--- src/rtl/bdcf_pkg.sv ---
// ---------------------------------------------------------------------------
// bdcf_pkg
// Types, constants and bit-shuffling functions shared by the dihedral
// canonical form block and its image generator.
// ---------------------------------------------------------------------------
package bdcf_pkg;

   localparam int unsigned BoardBits  = 64;
   localparam int unsigned RowBits    = 8;
   localparam int unsigned NumImages  = 8;
   localparam int unsigned ShiftBits  = 6;

   typedef logic [BoardBits-1:0]               word_type;
   typedef logic [ShiftBits-1:0]               shift_type;
   typedef logic [NumImages-1:0][BoardBits-1:0] image_set_type;
   typedef logic [NumImages-1:0][ShiftBits-1:0] shift_set_type;

   // Reverse the order of the eight rows.
   function automatic word_type flip_rows(input word_type b);
      word_type r;
      r = '0;
      for (int i = 0; i < 8; i++) begin
         r[8*(7-i) +: 8] = b[8*i +: 8];
      end
      return r;
   endfunction

   // Reverse the bit order inside each row.
   function automatic word_type flip_cols(input word_type b);
      word_type r;
      r = '0;
      for (int row = 0; row < 8; row++) begin
         for (int col = 0; col < 8; col++) begin
            r[row*8 + col] = b[row*8 + (7 - col)];
         end
      end
      return r;
   endfunction

   // Move the cell at (row, column) to (column, row).
   function automatic word_type transpose(input word_type b);
      word_type r;
      r = '0;
      for (int row = 0; row < 8; row++) begin
         for (int col = 0; col < 8; col++) begin
            r[col*8 + row] = b[row*8 + col];
         end
      end
      return r;
   endfunction

   // Index of the lowest set bit of an eight-bit vector; zero if none is set.
   function automatic logic [2:0] low_index(input logic [RowBits-1:0] v);
      logic [2:0] idx;
      idx = 3'd0;
      for (int i = 7; i >= 0; i--) begin
         if (v[i]) begin
            idx = 3'(i);
         end
      end
      return idx;
   endfunction

   // Total shift that normalises an image: eight per empty low row plus one
   // per empty low column.
   function automatic shift_type norm_shift(input word_type b);
      logic [RowBits-1:0] row_occ;
      logic [RowBits-1:0] col_occ;
      row_occ = '0;
      col_occ = '0;
      for (int row = 0; row < 8; row++) begin
         row_occ[row] = |b[row*8 +: 8];
         col_occ      = col_occ | b[row*8 +: 8];
      end
      return {low_index(row_occ), low_index(col_occ)};
   endfunction

endpackage

--- src/rtl/bdcf_images.sv ---
// ---------------------------------------------------------------------------
// bdcf_images
// Forms the eight dihedral images of a board and the shift that normalises
// each of them.
// ---------------------------------------------------------------------------
module bdcf_images (
   input  bdcf_pkg::word_type      board,
   output bdcf_pkg::image_set_type images,
   output bdcf_pkg::shift_set_type shifts,
   output logic                    empty
);

   bdcf_pkg::word_type fc;
   bdcf_pkg::word_type t;
   bdcf_pkg::word_type tfc;

   assign fc  = bdcf_pkg::flip_cols(board);
   assign t   = bdcf_pkg::transpose(board);
   assign tfc = bdcf_pkg::flip_cols(t);

   always_comb begin
      images[0] = board;
      images[1] = bdcf_pkg::flip_rows(board);
      images[2] = fc;
      images[3] = bdcf_pkg::flip_rows(fc);
      images[4] = t;
      images[5] = bdcf_pkg::flip_rows(t);
      images[6] = tfc;
      images[7] = bdcf_pkg::flip_rows(tfc);
      for (int i = 0; i < bdcf_pkg::NumImages; i++) begin
         shifts[i] = bdcf_pkg::norm_shift(images[i]);
      end
   end

   assign empty = (board == '0);

endmodule

--- src/rtl/bitboard_dihedral_canonical_form.sv ---
// ---------------------------------------------------------------------------
// bitboard_dihedral_canonical_form
// Canonical signature of an 8x8 bitboard under rotation, reflection and
// translation.
// ---------------------------------------------------------------------------
// Usage: the request channel (req_valid, req_stall, req_board) carries one
// board per word, row r in byte r and column c in bit c. The response
// channel (rsp_valid, rsp_stall, rsp_signature, rsp_empty_board) returns one
// word per board, in order. The signature is the smallest of the eight
// dihedral images after each has been slid down to its lowest occupied row
// and column. An empty board gives a zero signature with rsp_empty_board set.
// Throughput is one board per cycle while the receiver does not stall. A board
// accepted into the input register moves on through image and shift
// generation, the normalising barrel shifts, and a three-level registered
// minimum tree ending in the output register on the response port. Each stage carries
// a valid bit, and a stage loads whenever it is empty or the stage after it
// moves on, so bubbles close up. When the receiver stalls, the stages fill
// and req_stall rises once the input register is held; nothing is lost or
// repeated. Synchronous reset clears every valid bit; no data is needed.
// ---------------------------------------------------------------------------
module bitboard_dihedral_canonical_form (
   input  logic        clock,
   input  logic        reset,
   input  logic        req_valid,
   output logic        req_stall,
   input  logic [63:0] req_board,
   output logic        rsp_valid,
   input  logic        rsp_stall,
   output logic [63:0] rsp_signature,
   output logic        rsp_empty_board
);

   // Stage one: input register.
   logic               v1_ff;
   bdcf_pkg::word_type board1_ff;

   // Stage two: images and their normalising shifts.
   logic                    v2_ff;
   logic                    empty2_ff;
   bdcf_pkg::image_set_type img2_ff;
   bdcf_pkg::shift_set_type sh2_ff;

   // Stage three: normalised images.
   logic                    v3_ff;
   logic                    empty3_ff;
   bdcf_pkg::image_set_type norm3_ff;

   // Stages four and five: minimum tree levels.
   logic                        v4_ff;
   logic                        empty4_ff;
   logic [3:0][63:0]            min4_ff;
   logic                        v5_ff;
   logic                        empty5_ff;
   logic [1:0][63:0]            min5_ff;

   // Stage six: output register.
   logic               v6_ff;
   logic               empty6_ff;
   bdcf_pkg::word_type sig6_ff;

   // Combinational results feeding the registers.
   bdcf_pkg::image_set_type img2_in;
   bdcf_pkg::shift_set_type sh2_in;
   logic                    empty2_in;
   bdcf_pkg::image_set_type norm3_in;
   logic [3:0][63:0]        min4_in;
   logic [1:0][63:0]        min5_in;
   bdcf_pkg::word_type      sig6_in;

   // A stage may load when it is empty or its contents move on this cycle.
   logic rdy1, rdy2, rdy3, rdy4, rdy5, rdy6;

   assign rdy6 = !v6_ff || !rsp_stall;
   assign rdy5 = !v5_ff || rdy6;
   assign rdy4 = !v4_ff || rdy5;
   assign rdy3 = !v3_ff || rdy4;
   assign rdy2 = !v2_ff || rdy3;
   assign rdy1 = !v1_ff || rdy2;

   assign req_stall = !rdy1;

   bdcf_images u_images (
      .board  (board1_ff),
      .images (img2_in),
      .shifts (sh2_in),
      .empty  (empty2_in)
   );

   always_comb begin
      for (int i = 0; i < bdcf_pkg::NumImages; i++) begin
         norm3_in[i] = img2_ff[i] >> sh2_ff[i];
      end
      for (int i = 0; i < 4; i++) begin
         min4_in[i] = (norm3_ff[2*i] < norm3_ff[2*i+1]) ? norm3_ff[2*i] : norm3_ff[2*i+1];
      end
      for (int i = 0; i < 2; i++) begin
         min5_in[i] = (min4_ff[2*i] < min4_ff[2*i+1]) ? min4_ff[2*i] : min4_ff[2*i+1];
      end
      // An empty board has no meaningful image, so its signature is forced to zero.
      if (empty5_ff) begin
         sig6_in = '0;
      end else begin
         sig6_in = (min5_ff[0] < min5_ff[1]) ? min5_ff[0] : min5_ff[1];
      end
   end

   // Valid bits.
   always_ff @(posedge clock) begin
      if (reset) begin
         v1_ff <= 1'b0;
         v2_ff <= 1'b0;
         v3_ff <= 1'b0;
         v4_ff <= 1'b0;
         v5_ff <= 1'b0;
         v6_ff <= 1'b0;
      end else begin
         if (rdy1) begin
            v1_ff <= req_valid;
         end
         if (rdy2) begin
            v2_ff <= v1_ff;
         end
         if (rdy3) begin
            v3_ff <= v2_ff;
         end
         if (rdy4) begin
            v4_ff <= v3_ff;
         end
         if (rdy5) begin
            v5_ff <= v4_ff;
         end
         if (rdy6) begin
            v6_ff <= v5_ff;
         end
      end
   end

   // Payload registers.
   always_ff @(posedge clock) begin
      if (rdy1) begin
         board1_ff <= req_board;
      end
      if (rdy2) begin
         img2_ff   <= img2_in;
         sh2_ff    <= sh2_in;
         empty2_ff <= empty2_in;
      end
      if (rdy3) begin
         norm3_ff  <= norm3_in;
         empty3_ff <= empty2_ff;
      end
      if (rdy4) begin
         min4_ff   <= min4_in;
         empty4_ff <= empty3_ff;
      end
      if (rdy5) begin
         min5_ff   <= min5_in;
         empty5_ff <= empty4_ff;
      end
      if (rdy6) begin
         sig6_ff   <= sig6_in;
         empty6_ff <= empty5_ff;
      end
   end

   assign rsp_valid       = v6_ff;
   assign rsp_signature   = sig6_ff;
   assign rsp_empty_board = empty6_ff;

endmodule

--- config.mk ---
export PLATFORM = sky130hd
export DESIGN_NAME = bitboard_dihedral_canonical_form
export DESIGN_NICKNAME = d
export VERILOG_FILES = /design/src/rtl/bdcf_pkg.sv /design/src/rtl/bdcf_images.sv /design/src/rtl/bitboard_dihedral_canonical_form.sv
export SDC_FILE = /design/constraint.sdc
export NUM_CORES = 2
export LEC_CHECK = 0
export BUFFER_PORTS_ARGS = -buffer_cell sky130_fd_sc_hd__buf_2
export CORE_MARGIN = 4
export CORE_UTILIZATION = 65
export DETAILED_ROUTE_END_ITERATION = 7
export MAX_ROUTING_LAYER = met4
export PLACE_DENSITY = 0.84
export SLEW_MARGIN = 20
export SYNTH_ARGS = -nofsm -noshare
export SYNTH_HDL_FRONTEND = slang
export SYNTH_SLANG_ARGS = --single-unit
--- constraint.sdc ---
create_clock -name clock -period 16.65 [get_ports clock]
set_input_delay 0.8325 -clock clock [delete_from_list [all_inputs] [get_ports clock]]
set_output_delay 0.8325 -clock clock [all_outputs]
set_load 0.01 [all_outputs]
* Yosys cells after proc, flatten, opt, wreduce, memory -nomap -nowiden
Cells that the tools add are included.
Storage, ports and cells: logic and storage cells 288, bits in registers 1583, output and inout port bits 67, bits of input ports 68
Operators by class: magnitude comparators 7, reduce and logical (&&, ||, !) cells 55, mux-type cells 91, bitwise gates (word level) 56, shift-type cells 8
Operators with widths (count):
- $shr 64x6->64 | 8
- $lt 64x64->1 | 7
- $mux 64 | 7
- $or 8x8->8 | 56
- $mux 3 | 48
- $reduce_or 32->1 | 4
- $reduce_or 8->1 | 16
- $logic_not 64->1 | 1
- $reduce_or 16->1 | 4
- $mux 2 | 24
- $reduce_or 4->1 | 8
- $reduce_or 2->1 | 8
- $mux 1 | 12
- $logic_not 1->1 | 8
- $logic_or 1x1->1 | 6

* Depth between registers and ports, before layout
depth after elaboration 14, depth in mapped cells 12, gate-level depth less buffers 10

* Cells and area by module
A second synthesis with hierarchy kept.
Second synthesis, totals: cells, all modules 8781, area, all modules 99218.9 um^2
By module, submodules not included:
- bitboard_dihedral_canonical_form | cells each 8141, sequential area each 47835.9 um^2, area an instance 94528.2 um^2, instances 1
- bdcf_images | cells each 640, sequential area each 0.0 um^2, area an instance 4690.7 um^2, instances 1

* Worst setup path after synthesis
Ideal clock, no wire load.
kind in2reg, start point in rsp_stall, end point reg empty3_ff (enable), setup time 0.860 ns, buffers on the path 0, data required time 15.790 ns, path slack 4.622 ns, stages 3, arrival time 11.168 ns, cell sequence and3_1 -> and3_1 -> inv_1
On the way: word-level cells in the longest chain between the ends 5
Ends and longest elaborated chain:
- start: declaration | line bitboard_dihedral_canonical_form.sv:28 | input logic rsp_stall,
- $logic_not 1->1 | line bitboard_dihedral_canonical_form.sv:73 | assign rdy6 = !v6_ff || !rsp_stall;
- $logic_or 1x1->1 | line bitboard_dihedral_canonical_form.sv:73
- $logic_or 1x1->1 | line bitboard_dihedral_canonical_form.sv:74 | assign rdy5 = !v5_ff || rdy6;
- $logic_or 1x1->1 | line bitboard_dihedral_canonical_form.sv:75 | assign rdy4 = !v4_ff || rdy5;
- $logic_or 1x1->1 | line bitboard_dihedral_canonical_form.sv:76 | assign rdy3 = !v3_ff || rdy4;
- net rdy3 | line bitboard_dihedral_canonical_form.sv:71 | logic rdy1, rdy2, rdy3, rdy4, rdy5, rdy6;
- end signal: assignment | line bitboard_dihedral_canonical_form.sv:150 | empty3_ff <= empty2_ff;
- end: declaration | line bitboard_dihedral_canonical_form.sv:45 | logic empty3_ff;
The timed path passes the listed nets, and every way through them passes these cells. A chain may end at the register's enable or synchronous reset.

* Final worst setup path
start point reg v6_ff (netlist: rsp_valid), end point reg norm3_ff[154] (netlist bit) (enable)
On the way: word-level cells in the longest chain between the ends 5
Ends and longest elaborated chain:
- start: declaration | line bitboard_dihedral_canonical_form.sv:57 | logic v6_ff;
- start signal: assignment | line bitboard_dihedral_canonical_form.sv:133 | v6_ff <= v5_ff;
- $logic_not 1->1 | line bitboard_dihedral_canonical_form.sv:73
- $logic_or 1x1->1 | line bitboard_dihedral_canonical_form.sv:73
- $logic_or 1x1->1 | line bitboard_dihedral_canonical_form.sv:74
- $logic_or 1x1->1 | line bitboard_dihedral_canonical_form.sv:75
- $logic_or 1x1->1 | line bitboard_dihedral_canonical_form.sv:76
- net rdy3 | line bitboard_dihedral_canonical_form.sv:71
- end signal: assignment | line bitboard_dihedral_canonical_form.sv:149 | norm3_ff <= norm3_in;
- end: declaration | line bitboard_dihedral_canonical_form.sv:46 | bdcf_pkg::image_set_type norm3_ff;
The timed path passes the listed nets, and every way through them passes these cells.

==> results.yml <==
setup_path:
  crit_path_end_kind: "flip-flop"
  crit_fanout: 141
  cpMaxStageDelayCell: "buf_4"
  arrival_ns: 5.26
  crit_top_cell: "buf_4"
  start_kind: "flip-flop"
  path_cells: "and3_1 -> and3_1 -> inv_8 -> buf_4 -> buf_4 -> buf_16 -> buf_4"
  rrSetupSlack_ns: 11.72
  slowest_delay_ns: 0.84
  worstSetupPathType: "reg -> reg"
  cp.required_ns: 16.97
synthesis:
  synth_common_cells: "edfxtp_1, nor2_1, mux2i_1, nand2_1, mux2_2"
  synth_top_area_frac: 0.420
  synth_largest_area_cell: "edfxtp_1"
  synthFlopType: "edfxtp_1"
  synth_async_sr_flop_share: 0
  synth_warnings: 0
  synthCells: 7804
  synth_area_um2: 80600
  synth_cell_types: 69
  synth_seq_cells: 1135
  synthTopCellsByArea: "edfxtp_1, mux2i_1, mux2_2"
  syn_avg_cell_area_um2: 10.3
  ys_seq_area_frac: 0.422
  synth.most_common_cell: "edfxtp_1"
  synth.net_count: 8313
  synth_edf_count: 1129
global_routing:
  first_global_vias: 62200
  grt_pass1_wl_mm: 454
  grt.overflow.total: 0
  grt_usage: 0.501
  grt_max_degree: 142
  antenna_found_initial: 45
placed_design:
  placed_cell_area_um2: 82100
  portBuffers: 134
  globalplace.congestion: 1.07
  dp.final_hpwl_mm: 236
floorplanning:
  fp.dieH_um: 360
  rows: 128
  start_util: 0.658
  ioPinCount: 135
  die-width_um: 360
  core_area_um2: 123000
  dieArea_um2: 130000
sta:
  slew_headroom: 0.111
  finalCritPeriodShare: 0.296
  period_minus_slack_ns: 4.93
  tightest_slew_ns: 1.32
  fin_skew_ns: 0.0844
  timing.fmax_mhz: 203
  rsz0062_at_grt: "no"
  finalSetupViolations: 0
  slew_viol_final: 0
  whs_ns: 0.255
  totalNegativeSetupSlack_ns: 0
  hold_violations: 0
cts:
  cts_tree: "done"
  htreeDepth: 3
  cts_made_buffers: 112
  ctsResizeCount: 0
  clk_pin_slew_ns: 0.07
  cts.path.max_buffers: 3
  cts_setup_buffers: 0
  cts-hold-fix-buffers: 0
  insertion_delay_ns: 0.78
  root_buffer: "clkbuf_16"
  numClockSinks: 1135
route:
  ant_nets: 0
  vias: 68400
  avgViaCountPerCell: 7.30
  drc_errors: 10
  firstDrtPassIters: 8
  routedWlPerCell_um: 34.8
  drt_iter0_markers: 13700
  wirelength_mm: 326
outcome:
  violations: "DRC"
  status: "finished with violations"
pwr:
  powerDensity_nw_per_um2: 97.4
  total_power_mw: 8.37
  leakagePower_nw: 35.7
  vdd_drop_max_mv: 0.276
cells_and_area:
  seqCellArea_um2: 34000
  num-fill-cells: 8520
  nNetsFinal: 8098
  syn2layout_area_growth_pct: 6.56
  utilization: 0.701
  drive_above_1_share: 0.169
  final_area_um2: 85900
  multi_input_area_um2: 42300
min_path:
  hold_path_class: "in -> reg"
run:
  max_cap_viol_count: 0
[routing by layer]
metal / track usage / vias to the layer above / share of wire
li1: - / 28300 / -
met1: 0.668 / 32400 / 0.37
met2: 0.628 / 6323 / 0.38
met3: 0.237 / 1411 / 0.18
met4: 0.257 / 0 / 0.070
met5: - / - / 0
[placed cells by master, fill, tap and decap left out, types with 123 or more instances in the layout]
cell / netlist / routed
ha_1: 441 / 441
mux2i_1: 788 / 788
a211oi_1: 146 / 146
mux2_2: 546 / 546
buf_4: 1 / 166
o21ai_0: 288 / 288
nor2_1: 1061 / 1061
edfxtp_1: 1129 / 1129
a21oi_1: 457 / 455
nand2_1: 732 / 729
o22ai_1: 135 / 135
nor3_1: 126 / 123
buf_2: 127 / 134
inv_1: 471 / 461
mux4_2: 236 / 236
[final timing paths]
kind,from,endpoint,depth (start not counted)
setup / recovery,rsp_valid$_SDFFE_PP0P_,norm3_ff[154]$_DFFE_PP_,7
hold reg to reg,empty4_ff$_DFFE_PP_,empty5_ff$_DFFE_PP_,0
hold / removal,req_board[11],board1_ff[11]$_DFFE_PN_,1
setup reg to reg,rsp_valid$_SDFFE_PP0P_,norm3_ff[154]$_DFFE_PP_,7
[critical path: cells and delay by family, from the launching register on]
kind,cells,cell delay [ns]
buf+inv,5,3.05
flops,1,0.36
simple gates,2,0.63
[per-stage QoR]
step,instances,setup slack [ns]
2_1_floorplan,7804,4.62
3_3_place_gp,9099,11.16
3_5_place_dp,9099,11.06
4_1_cts,9308,11.65
5_1_grt,9339,11.51
6_report,9369,11.72
[layout make-up]
type | count | share of cell area
Sequential cell | 1135 | 0.396
Clock buffer | 134 | 0.0336
Tap cell | 1625 | 0.0237
Timing Repair Buffer | 301 | 0.0226
Antenna cell | 60 | 0.00175
Clock inverter | 75 | 0.00898
Multi-Input combinational cell | 5552 | 0.492
Inverter | 487 | 0.0214
[state kept, by name (all words and copies together), names as in the netlist, 36 cells and up]
signal	count
min4_ff	256
img2_ff	64
rsp_signature	64
sh2_ff	36
min5_ff	128
board1_ff	64
norm3_ff	512
[cell families (layout without fill, tap and decap cells)]
family	count (synthesis)	after routing	synth area share
DFF	1135	1135	0.422
other	0	60	0
adders and majority gates	441	441	0.0684
and+or+nand+nor	2217	2217	0.115
buffers and inverters	1117	997	0.0551
muxes	1579	1579	0.241
AOI/OAI and AO/OA	1315	1315	0.0983
[power breakdown]
group | total [mW] | switching, mW | leakage [nW] | internal [mW]
logic | 1.95 | 1.21 | 21.9 | 0.744
registers | 3.87 | 0.309 | 12.1 | 3.56
clock network | 2.55 | 1.16 | 1.77 | 1.39
No activity file was read; power rests on OpenSTA's default activity.
